### config.mk
export PLATFORM = sky130hd
export DESIGN_NAME = duplicate_packet_suppressor
export DESIGN_NICKNAME = d
export VERILOG_FILES = /design/src/hw/rtl/dps_pkg.sv /design/src/hw/rtl/dps_regs.sv /design/src/hw/rtl/dps_hash_stage.sv /design/src/hw/rtl/dps_decide.sv /design/src/hw/rtl/duplicate_packet_suppressor.sv
export SDC_FILE = /design/constraint.sdc
export NUM_CORES = 1
export LEC_CHECK = 0
export ABC_AREA = 1
export BUFFER_PORTS_ARGS = -buffer_cell sky130_fd_sc_hd__buf_2
export CAP_MARGIN = 20
export CORE_MARGIN = 1.5
export CORE_UTILIZATION = 44
export CTS_BUF_LIST = sky130_fd_sc_hd__clkbuf_4
export CTS_CLUSTER_DIAMETER = 60
export DETAILED_ROUTE_END_ITERATION = 7
export PLACE_DENSITY = 0.64
export RECOVER_POWER = 50
export SETUP_SLACK_MARGIN = 0.02
export SKIP_CTS_REPAIR_TIMING = 1
export SYNTH_ARGS = -nofsm -noshare
export SYNTH_HDL_FRONTEND = slang
export SYNTH_SLANG_ARGS = --single-unit
export TNS_END_PERCENT = 30
### constraint.sdc
create_clock -name clk -period 10.9 [get_ports clk]
set_input_delay 0.545 -clock clk [delete_from_list [all_inputs] [get_ports clk]]
set_output_delay 0.545 -clock clk [all_outputs]
set_load 0.1 [all_outputs]
### src/hw/rtl/dps_pkg.sv
`timescale 1ns / 1ps
// ----------------------------------------------------------------------------
// dps_pkg
// Shared types and constants for the duplicate packet suppressor.
// ----------------------------------------------------------------------------
package dps_pkg;

	localparam logic [31:0] FNV_BASIS = 32'h811C_9DC5;
	localparam logic [31:0] FNV_PRIME = 32'h0100_0193;

	localparam logic [7:0] COUNT_MAX = 8'hFF;

	localparam int ADDR_W = 4;

	localparam logic [1:0] REG_ECO_ENABLE      = 2'd0;
	localparam logic [1:0] REG_DUPLICATE_LIMIT = 2'd1;
	localparam logic [1:0] REG_IDLE_THRESHOLD  = 2'd2;
	localparam logic [1:0] REG_STICK_CENTER    = 2'd3;

	localparam logic       RST_ECO_ENABLE      = 1'b1;
	localparam logic [7:0] RST_DUPLICATE_LIMIT = 8'd3;
	localparam logic [9:0] RST_IDLE_THRESHOLD  = 10'd10;
	localparam logic [7:0] RST_STICK_CENTER    = 8'd127;

	typedef struct packed {
		logic       eco_enable;
		logic [7:0] duplicate_limit;
		logic [9:0] idle_threshold;
		logic [7:0] stick_center;
	} cfg_t;

	// finished packet: hash and summed stick deviation
	typedef struct packed {
		logic [31:0] hash;
		logic [9:0]  total;
	} hash_word_t;

endpackage

### src/hw/rtl/dps_regs.sv
`timescale 1ns / 1ps
// ----------------------------------------------------------------------------
// dps_regs
// APB register file holding the suppressor configuration.
// ----------------------------------------------------------------------------
module dps_regs (
	input  logic                       clk,
	input  logic                       arst_n,
	input  logic                       psel,
	input  logic                       penable,
	input  logic                       pwrite,
	input  logic [dps_pkg::ADDR_W-1:0] paddr,
	input  logic [31:0]                pwdata,
	output logic [31:0]                prdata,
	output logic                       pready,
	output dps_pkg::cfg_t              cfg
);

	dps_pkg::cfg_t cfg_q;
	logic          wr_en;
	logic [1:0]    reg_idx;

	assign pready  = 1'b1;
	assign wr_en   = psel & penable & pwrite;
	assign reg_idx = paddr[3:2];
	assign cfg     = cfg_q;

	always_ff @(posedge clk or negedge arst_n) begin
		if (!arst_n) begin
			cfg_q.eco_enable      <= dps_pkg::RST_ECO_ENABLE;
			cfg_q.duplicate_limit <= dps_pkg::RST_DUPLICATE_LIMIT;
			cfg_q.idle_threshold  <= dps_pkg::RST_IDLE_THRESHOLD;
			cfg_q.stick_center    <= dps_pkg::RST_STICK_CENTER;
		end else if (wr_en) begin
			unique case (reg_idx)
				dps_pkg::REG_ECO_ENABLE:      cfg_q.eco_enable      <= pwdata[0];
				dps_pkg::REG_DUPLICATE_LIMIT: cfg_q.duplicate_limit <= pwdata[7:0];
				dps_pkg::REG_IDLE_THRESHOLD:  cfg_q.idle_threshold  <= pwdata[9:0];
				dps_pkg::REG_STICK_CENTER:    cfg_q.stick_center    <= pwdata[7:0];
				default: ;
			endcase
		end
	end

	always_comb begin
		unique case (reg_idx)
			dps_pkg::REG_ECO_ENABLE:      prdata = {31'd0, cfg_q.eco_enable};
			dps_pkg::REG_DUPLICATE_LIMIT: prdata = {24'd0, cfg_q.duplicate_limit};
			dps_pkg::REG_IDLE_THRESHOLD:  prdata = {22'd0, cfg_q.idle_threshold};
			dps_pkg::REG_STICK_CENTER:    prdata = {24'd0, cfg_q.stick_center};
			default:                      prdata = 32'd0;
		endcase
	end

endmodule

### src/hw/rtl/dps_hash_stage.sv
`timescale 1ns / 1ps
// ----------------------------------------------------------------------------
// dps_hash_stage
// Input register, FNV-1a round per byte and stick deviation sum.
// ----------------------------------------------------------------------------
module dps_hash_stage (
	input  logic                clk,
	input  logic                arst_n,
	input  logic                in_valid,
	output logic                in_stall,
	input  logic [7:0]          packet_byte,
	input  logic                last_byte,
	input  logic [7:0]          aileron_stick,
	input  logic [7:0]          rudder_stick,
	input  logic [7:0]          elevator_stick,
	input  logic [7:0]          stick_center,
	output logic                s2_valid,
	output dps_pkg::hash_word_t s2_word,
	input  logic                s2_free
);

	logic        valid_s1;
	logic [7:0]  byte_s1;
	logic        last_s1;
	logic [7:0]  ail_s1;
	logic [7:0]  rud_s1;
	logic [7:0]  ele_s1;

	logic [31:0] running_hash_q;
	logic        valid_s2;
	dps_pkg::hash_word_t word_s2;

	logic        adv_s1;
	logic        accept;
	logic [31:0] mix;
	logic [31:0] hash_next;
	logic [7:0]  dev_ail;
	logic [7:0]  dev_rud;
	logic [7:0]  dev_ele;
	logic [9:0]  total;

	function automatic logic [7:0] abs_diff(input logic [7:0] a, input logic [7:0] b);
		abs_diff = (a >= b) ? (a - b) : (b - a);
	endfunction

	assign adv_s1   = valid_s1 & (~last_s1 | s2_free);
	assign in_stall = valid_s1 & ~adv_s1;
	assign accept   = in_valid & ~in_stall;

	assign mix       = running_hash_q ^ {24'd0, byte_s1};
	assign hash_next = mix * dps_pkg::FNV_PRIME;

	assign dev_ail = abs_diff(ail_s1, stick_center);
	assign dev_rud = abs_diff(rud_s1, stick_center);
	assign dev_ele = abs_diff(ele_s1, stick_center);
	assign total   = {2'd0, dev_ail} + {2'd0, dev_rud} + {2'd0, dev_ele};

	always_ff @(posedge clk or negedge arst_n) begin
		if (!arst_n) begin
			valid_s1 <= 1'b0;
		end else if (accept) begin
			valid_s1 <= 1'b1;
		end else if (adv_s1) begin
			valid_s1 <= 1'b0;
		end
	end

	always_ff @(posedge clk) begin
		if (accept) begin
			byte_s1 <= packet_byte;
			last_s1 <= last_byte;
			ail_s1  <= aileron_stick;
			rud_s1  <= rudder_stick;
			ele_s1  <= elevator_stick;
		end
	end

	always_ff @(posedge clk or negedge arst_n) begin
		if (!arst_n) begin
			running_hash_q <= dps_pkg::FNV_BASIS;
		end else if (adv_s1) begin
			running_hash_q <= last_s1 ? dps_pkg::FNV_BASIS : hash_next;
		end
	end

	always_ff @(posedge clk or negedge arst_n) begin
		if (!arst_n) begin
			valid_s2 <= 1'b0;
		end else if (adv_s1 && last_s1) begin
			valid_s2 <= 1'b1;
		end else if (s2_free) begin
			valid_s2 <= 1'b0;
		end
	end

	always_ff @(posedge clk) begin
		if (adv_s1 && last_s1) begin
			word_s2.hash  <= hash_next;
			word_s2.total <= total;
		end
	end

	assign s2_valid = valid_s2;
	assign s2_word  = word_s2;

endmodule

### src/hw/rtl/dps_decide.sv
`timescale 1ns / 1ps
// ----------------------------------------------------------------------------
// dps_decide
// Send/suppress decision, duplicate tracking and output register.
// ----------------------------------------------------------------------------
module dps_decide (
	input  logic                clk,
	input  logic                arst_n,
	input  dps_pkg::cfg_t       cfg,
	input  logic                s2_valid,
	input  dps_pkg::hash_word_t s2_word,
	output logic                s2_free,
	output logic                out_valid,
	input  logic                out_stall,
	output logic                send_packet,
	output logic [31:0]         packet_hash,
	output logic [7:0]          repeat_count
);

	logic [31:0] prev_hash_q;
	logic [7:0]  dup_count_q;
	logic        out_valid_q;
	logic        send_q;
	logic [31:0] hash_q;
	logic [7:0]  count_q;

	logic        out_free;
	logic        take;
	logic        match;
	logic        suppress;
	logic [7:0]  count_next;

	assign out_free = ~out_valid_q | ~out_stall;
	assign s2_free  = out_free | ~s2_valid;
	assign take     = s2_valid & out_free;

	assign match    = (s2_word.hash == prev_hash_q);
	assign suppress = cfg.eco_enable & match
	                & (dup_count_q >= cfg.duplicate_limit)
	                & (s2_word.total < cfg.idle_threshold);

	always_comb begin
		if (suppress) begin
			count_next = dup_count_q;
		end else if (match) begin
			count_next = (dup_count_q == dps_pkg::COUNT_MAX) ? dup_count_q
			                                                 : dup_count_q + 8'd1;
		end else begin
			count_next = 8'd0;
		end
	end

	always_ff @(posedge clk or negedge arst_n) begin
		if (!arst_n) begin
			prev_hash_q <= 32'd0;
			dup_count_q <= 8'd0;
		end else if (take && !suppress) begin
			prev_hash_q <= s2_word.hash;
			dup_count_q <= count_next;
		end
	end

	always_ff @(posedge clk or negedge arst_n) begin
		if (!arst_n) begin
			out_valid_q <= 1'b0;
		end else if (out_free) begin
			out_valid_q <= s2_valid;
		end
	end

	always_ff @(posedge clk) begin
		if (take) begin
			send_q  <= ~suppress;
			hash_q  <= s2_word.hash;
			count_q <= count_next;
		end
	end

	assign out_valid    = out_valid_q;
	assign send_packet  = send_q;
	assign packet_hash  = hash_q;
	assign repeat_count = count_q;

endmodule

### src/hw/rtl/duplicate_packet_suppressor.sv
`timescale 1ns / 1ps
// ----------------------------------------------------------------------------
// duplicate_packet_suppressor
// FNV-1a packet hash with suppression of repeated idle command packets.
// ----------------------------------------------------------------------------
//  port group   direction  word
//  in_*         sink       one packet byte, last flag, three stick bytes
//  out_*        source     send decision, packet hash, repeat count
//  p*           APB        eco_enable, duplicate_limit, idle_threshold, stick_center
//
// One byte per clock unless stalled; results pass the s2 and output registers.
// Throughput is set by the per-byte hash round (one constant multiply).
// Reset loads the hash basis and default registers; no clearing time.
// A stalled result is held; input stalls only on a last byte with both stages full.
// ----------------------------------------------------------------------------
module duplicate_packet_suppressor (
	input  logic                       clk,
	input  logic                       arst_n,
	input  logic                       in_valid,
	output logic                       in_stall,
	input  logic [7:0]                 packet_byte,
	input  logic                       last_byte,
	input  logic [7:0]                 aileron_stick,
	input  logic [7:0]                 rudder_stick,
	input  logic [7:0]                 elevator_stick,
	output logic                       out_valid,
	input  logic                       out_stall,
	output logic                       send_packet,
	output logic [31:0]                packet_hash,
	output logic [7:0]                 repeat_count,
	input  logic                       psel,
	input  logic                       penable,
	input  logic                       pwrite,
	input  logic [dps_pkg::ADDR_W-1:0] paddr,
	input  logic [31:0]                pwdata,
	output logic [31:0]                prdata,
	output logic                       pready
);

	dps_pkg::cfg_t       cfg;
	logic                s2_valid;
	logic                s2_free;
	dps_pkg::hash_word_t s2_word;

	dps_regs u_regs (
		.clk     (clk),
		.arst_n  (arst_n),
		.psel    (psel),
		.penable (penable),
		.pwrite  (pwrite),
		.paddr   (paddr),
		.pwdata  (pwdata),
		.prdata  (prdata),
		.pready  (pready),
		.cfg     (cfg)
	);

	dps_hash_stage u_hash (
		.clk            (clk),
		.arst_n         (arst_n),
		.in_valid       (in_valid),
		.in_stall       (in_stall),
		.packet_byte    (packet_byte),
		.last_byte      (last_byte),
		.aileron_stick  (aileron_stick),
		.rudder_stick   (rudder_stick),
		.elevator_stick (elevator_stick),
		.stick_center   (cfg.stick_center),
		.s2_valid       (s2_valid),
		.s2_word        (s2_word),
		.s2_free        (s2_free)
	);

	dps_decide u_decide (
		.clk          (clk),
		.arst_n       (arst_n),
		.cfg          (cfg),
		.s2_valid     (s2_valid),
		.s2_word      (s2_word),
		.s2_free      (s2_free),
		.out_valid    (out_valid),
		.out_stall    (out_stall),
		.send_packet  (send_packet),
		.packet_hash  (packet_hash),
		.repeat_count (repeat_count)
	);

endmodule

==> summary.txt, run 1 <==
Run status
  • Status: finished, violations left
  • Failing checks: max-capacitance violations, max-slew violations

Placed design
  • Detailed placer's ending HPWL: 34,800 um
  • Placer Congestion: 0.908
  • IO buf count: 104
  • Pre-CTS WS: 4.93 ns

Global routing
  • Total gr overflow: 0
  • Global-route wire length before repair: 70,900 um
  • Vias in the first global route: 13,686
  • Overall Global Routing Usage: 0.218
  • Largest net degree at the start of global routing: 76
  • Antenna violations before repair: 1

Layout
  • Post-Route Utilization: 0.500
  • Most frequent cells in the layout: inv_1, nand2_1, ha_1, edfxtp_1, o21ai_0
  • Most common cell after layout, fill and taps aside: inv_1
  • Layout cells sized above 1: 0.108
  • Area Growth Syn to Fin: 11.9%
  • Nets: 2,600

Timing
  • Final period util: 0.558
  • Fin. max-slew vios: 184
  • Final Skew: 0.0455 ns
  • # setup viols final: 0
  • Final min period: 6.08 ns
  • PnR worst setup slack: 4.82 ns
  • RSZ-0062 raised after global routing: no
  • Hold Vio Cnt, Final: 0
  • FMAX: 0.164 GHz
  • Pin slew with the least headroom to its limit: 2.85 ns
  • Max-slew headroom: -0.905
  • Setup TNS: 0 ns

Routing
  • Vias/cell: 4.95
  • DR vias: 13,650
  • Final WL: 43,700 um
  • DR WL/cell: 15.8 um
  • ANT nets after route: 0
  • Starting DRT DRC Count: 795
  • Router iterations before antenna repair: 5
  • Residual DRC: 0

CTS
  • H-tree levels: 2
  • CTS tree: done
  • Clock Tree Buf Depth: 3
  • Root Driver: clkbuf_4
  • Num CTS Buffers: 58
  • CTS Sinks: 218
  • Clock latency on the worst-skew pair: 0.73 ns
  • Clk slew on worst S/H paths: 0.07 ns

Synth
  • Synth warn: 0
  • Area contributors post-synth: edfxtp_1, ha_1, dfrtp_1
  • Synth unique cells: 48
  • Largest area contributor in the netlist: edfxtp_1
  • Share of the synthesized area in the top cell type: 0.196
  • Syn Inst Count: 2,001
  • EDFF count, synth: 116
  • Synthesized area: 17,800 um^2
  • Register area share after synthesis: 0.342
  • Synth Register Bits: 218
  • Syn Area/Cell: 8.87 um^2
  • Dominant synthesized flop cell: edfxtp_1
  • Post-synth ARST share: 0.468

Critical path
  • Data required, critical path: 11.36 ns
  • CP Capture Type: flip-flop
  • Startpoint types: flip-flop
  • Crit-path max FO: 6
  • Critical path arrival: 6.55 ns
  • Crit Path Class: reg2reg

Die
  • Die area: 41,600 um^2
  • Initial core utilization: 0.447
  • Ports: 152
  • Core Box Area: 39,700 um^2
  • Die Span Y: 204 um
  • Die X: 204 um
  • Core Rows: 73

Min path
  • Min-Delay Path Class: in2reg

Run
  • Max-cap viol count: 5
==> area by class of cell <==
class                      instances  area (um^2)
tap                              525          657
sequential                       218         6070
clock buffer                      94          706
clock inverter                    16         71.3
fill                            3789        19900
antenna                            1         2.50
timing repair buffer             145          886
multi-input combinational       1326         9860
inverter                         433         1630
==> worst paths after layout <==
kind                                                       from                                   end  slack, ns  cells past startpoint
setup / recovery           u_hash.running_hash_q[5]$_DFFE_PN0P_          u_hash.s2_word[39]$_DFFE_PP_       4.82                     20
hold / removal                                        pwdata[5]            u_regs.cfg[13]$_DFFE_PN0P_       0.05                      3
setup reg to reg           u_hash.running_hash_q[5]$_DFFE_PN0P_          u_hash.s2_word[39]$_DFFE_PP_       4.82                     20
hold reg to reg                    u_hash.s2_word[39]$_DFFE_PP_    u_decide.packet_hash[29]$_DFFE_PP_       0.48                      0
max in group asynchronous                                arst_n  u_hash.running_hash_q[4]$_DFFE_PN0P_       5.62                      4
min in group asynchronous                                arst_n            u_regs.cfg[10]$_DFFE_PN0P_       0.73                      2
==> cell usage after synthesis (12+ instances only) <==
library cell  instances
xor2_1               62
a21oi_1              90
nand3_1              49
nand4_1              12
nor3_1               13
nand2_1             415
buf_4                23
xnor2_1              36
edfxtp_1            116
fa_1                 82
dfrtp_1              76
inv_1               430
nor2_1               77
o21ai_0             108
dfstp_2              26
o221ai_1             12
ha_1                260
==> cells by family (layout without fill, tap and decap cells) <==
logic type      Yosys count  count (layout)  share of synthesized area
flops                   218             218                      0.342
buf+inv                 478             688                      0.108
simple gates            587             587                      0.136
mux                       7               7                    0.00444
other cells               2              24                   0.000423
fa+ha+maj               342             342                      0.276
xor+xnor                 98              98                     0.0483
compound gates          269             269                     0.0856
==> per-layer routing <==
metal / routed length [um] / up-vias / global-route usage
li1: - / 6758 / -
met1: 19800 / 6516 / 0.285
met2: 21100 / 320 / 0.376
met3: 1870 / 56 / 0.0266
met4: 964 / 0 / 0.0656
met5: 0 / - / 0
==> sequential cells by signal (all words and copies together) (netlist names) <==
name / count
u_hash.ele_s1: 8
u_decide.dup_count_q: 8
u_hash.ail_s1: 8
u_hash.byte_s1: 8
u_hash.running_hash_q: 32
u_hash.s2_word: 42
u_hash.last_s1: 1
u_decide.prev_hash_q: 32
u_hash.rud_s1: 8
u_decide.repeat_count: 8
u_decide.out_valid: 1
u_hash.s2_valid: 1
u_decide.send_packet: 1
u_hash.valid_s1: 1
u_regs.cfg: 27
u_decide.packet_hash: 32
==> worst max-delay path, stage by stage, from the launching register on <==
cell and delay, ns:
dfrtp_1 0.39, xor2_1 0.82, ha_1 0.39, ha_1 0.30
fa_1 0.52, ha_1 0.22, fa_1 0.48, ha_1 0.29
inv_1 0.05, fa_1 0.54, inv_1 0.05, ha_1 0.38
nand2_1 0.09, nand2_1 0.08, a21oi_1 0.22, o21bai_1 0.09
inv_1 0.08, nor2_1 0.06, nor3_1 0.26, nand3_1 0.25
and2_1 0.24
==> per-stage QoR <==
step,hold slack (ns),std cells,cell area [um^2]
after floorplan,0.249,2022,17800
after global routing,0.0256,2758,19900
after global placement,0.469,2611,18800
final,0.0537,2758,19900
after CTS,-0.326,2721,19600
after detailed placement,0.471,2611,18800
Power of run 1 is left out: the tool's default activity adds up to more than one toggle a clock period on the data nets, which glitch-free logic cannot reach.
==> inputs of run 2 (changes only) <==
--- a/config.mk
+++ b/config.mk
@@ -13,7 +13,7 @@
 export CTS_BUF_LIST = sky130_fd_sc_hd__clkbuf_4
 export CTS_CLUSTER_DIAMETER = 60
 export DETAILED_ROUTE_END_ITERATION = 7
-export PLACE_DENSITY = 0.64
+export PLACE_DENSITY = 0.66
 export RECOVER_POWER = 50
 export SETUP_SLACK_MARGIN = 0.02
 export SKIP_CTS_REPAIR_TIMING = 1
==> constraint.sdc (replaced) <==
create_clock -name clk -period 5.4 [get_ports clk]
set_input_delay 0.27 -clock clk [delete_from_list [all_inputs] [get_ports clk]]
set_output_delay 0.27 -clock clk [all_outputs]
set_load 0.1 [all_outputs]
==> summary.txt, run 2 (synthesis results as in run 1) <==
Run status
  • Status: finished, violations left
  • Failing checks: design-rule violations, negative hold slack, max-capacitance violations, max-slew violations

Layout
  • Area Growth Syn to Fin: 16.1%
  • Fill count: 3,746 (-1.1%)
  • Fin area: 20,600 um^2 (+3.7%)
  • Max reg flops: 42 (unchanged)
  • Most common cell after layout, fill and taps aside: inv_1
  • Most frequent cells in the layout: inv_1, nand2_1, ha_1, edfxtp_1, o21ai_0
  • Post-Layout Cell Count: 2,819 (+2.2%)
  • Nets: 2,661 (+2.3%)
  • Layout cells sized above 1: 0.141 (+0.0324)

Placed design
  • Placed inst area: 19,100 um^2 (+1.8%)
  • Placer Congestion: 0.911 (+0.32%)
  • Post-Place Cells: 2,655 (+1.7%)
  • Detailed placer's ending HPWL: 34,600 um (-0.62%)
  • IO buf count: 104 (unchanged)

Timing
  • Final min period: 5.17 ns (-0.913 ns)
  • Setup TNS: 0 ns (unchanged)
  • # setup viols final: 0 (unchanged)
  • FMAX: 0.193 GHz (+18%)
  • RSZ-0062 raised after global routing: no
  • Max-slew headroom: -1.49 (-0.589)
  • Pin slew with the least headroom to its limit: 3.74 ns (+0.894 ns)
  • Final period util: 0.957 (+0.399)
  • Hold Slack: -0.0103 ns (-0.0640 ns)
  • Final Skew: 0.0423 ns (-0.00316 ns)
  • Hold Vio Cnt, Final: 1 (+1)
  • Fin. max-slew vios: 102 (-45%)

Die
  • Initial core utilization: 0.447 (unchanged)
  • Ports: 152 (unchanged)
  • Die Span Y: 204 um (unchanged)
  • Die area: 41,600 um^2 (unchanged)
  • Core Rows: 73 (unchanged)
  • Core Box Area: 39,700 um^2 (unchanged)
  • Die X: 204 um (unchanged)

CTS
  • CTS Sinks: 218 (unchanged)
  • CTS tree: done
  • Clock Tree Buf Depth: 3 (unchanged)
  • Num CTS Buffers: 59 (+1.7%)
  • H-tree levels: 2 (unchanged)
  • Root Driver: clkbuf_4
  • Clock latency on the worst-skew pair: 0.73 ns (about the same)
  • Clk slew on worst S/H paths: 0.06 ns (about the same)

Critical path
  • Flop-to-flop setup slack: 0.23 ns (-4.59 ns)
  • Cell Chain, Critical Path: xor2_2 > ha_1 > ha_1 > fa_1 > ha_1 > fa_1 > ha_1 > inv_1 > fa_1 > inv_1 > ha_2 > nand2_1 > inv_1 > nand3_1 > nor2_2 > nand4_1 > nand3_1 > xor2_1 > buf_4 > o22ai_1 > inv_1
  • Critical path buffers and inverters: 5 (+2)
  • Crit-path max FO: 5 (-1)
  • Reg2reg end: u_hash.running_hash_q[20]$_DFFE_PN1P_
  • Crit Path Class: reg2reg
  • Critical Path Sink: u_hash.running_hash_q[20]$_DFFE_PN1P_
  • RR Startpoint: u_hash.byte_s1[4]$_DFFE_PP_
  • CP max stage cell: fa_1
  • Startpoint types: flip-flop
  • Worst Setup SP: u_hash.byte_s1[4]$_DFFE_PP_
  • Critical path arrival: 5.81 ns (-0.74 ns)
  • CP max stage delay: 0.53 ns (-0.29 ns)
  • Crit path depth: 21 (+5.0%)
  • Crit-path leading delay family: adder cells
  • CP Capture Type: flip-flop
  • R2R cell count: 21 (+5.0%)
  • Data required, critical path: 6.04 ns (-5.32 ns)

Global routing
  • Largest net degree at the start of global routing: 60 (-21%)
  • Antenna violations before repair: 1 (unchanged)
  • Vias in the first global route: 13,766 (+0.58%)
  • Global-route wire length before repair: 70,000 um (-1.3%)
  • Total gr overflow: 0 (unchanged)
  • Overall Global Routing Usage: 0.214 (-0.00376)

Routing
  • DR vias: 13,858 (+1.5%)
  • ANT nets after route: 0 (unchanged)
  • Residual DRC: 1 (+1)
  • Final WL: 44,100 um (+0.90%)
  • Router iterations before antenna repair: 8 (+3)
  • DR WL/cell: 15.6 um (-1.3%)
  • Starting DRT DRC Count: 777 (-2.3%)
  • Vias/cell: 4.92 (-0.67%)

Run
  • Max-cap viol count: 2 (-3)

Min path
  • Min-Delay Path Class: in2reg
==> run 2: changes by cell type in the layout (fill, tap and decap cells not counted), moves of 4 or more <==
cell	change
nor2_2	+6
ha_1	-8
buf_4	+44
ha_2	+5
dlygate4sd3_1	+16
a21oi_1	-4
nor3_1	-4
a21oi_2	+5
xor2_1	-4
nor2_1	-7
xor2_2	+4
nor3_2	+4
==> run 2: worst min-delay path, delay by kind of cell <==
family                 cells  cell delay (ns)
buffers and inverters      1             0.09
and+or+nand+nor            3             0.27
AOI/OAI and AO/OA          1             0.07
==> run 2: final cells by class <==
class | instances | area, um^2 | area share
clock inverter | 18 | 156 | 0.00759
clock buffer | 93 | 698 | 0.0339
multi-input combinational | 1326 | 10000 | 0.487
antenna | 1 | 2.50 | 0.000121
timing repair buffer | 205 | 1370 | 0.0667
tap | 525 | 657 | 0.0319
inverter | 433 | 1630 | 0.0789
sequential | 218 | 6070 | 0.294
==> run 2: worst min-delay path by stage <==
stage / startpoint / end / slack, ns / cells after the start
after global routing: penable / u_regs.cfg[11]$_DFFE_PN1P_ / -0.003 / 5
after global placement: arst_n / u_regs.cfg[20]$_DFFE_PN0P_ / 0.43 / 1
after CTS: arst_n / u_regs.cfg[22]$_DFFE_PN0P_ / -0.35 / 1
final: penable / u_regs.cfg[11]$_DFFE_PN1P_ / -0.01 / 5
after floorplan: arst_n / u_decide.dup_count_q[0]$_DFFE_PN0P_ / -0.03 / 0
after detailed placement: arst_n / u_regs.cfg[22]$_DFFE_PN0P_ / 0.44 / 1
==> run 2: routing by layer <==
metal	part of all wire	track usage	routed length, um
met1	0.44	0.271	19200
met2	0.49	0.376	21700
met3	0.043	0.0271	1910
met4	0.029	0.0714	1280
met5	0	0	0
==> run 2: through the flow <==
stage	hold slack (ns)	worst slack, ns	util
final	-0.0103	0.231	0.519
after global routing	-0.00280	0.0144	0.519
after CTS	-0.353	0.0366	0.502
after detailed placement	0.437	0.0721	0.481
after global placement	0.434	0.104	0.481
after floorplan	-0.0256	0.494	-
Power of run 2 is left out for the same reason.
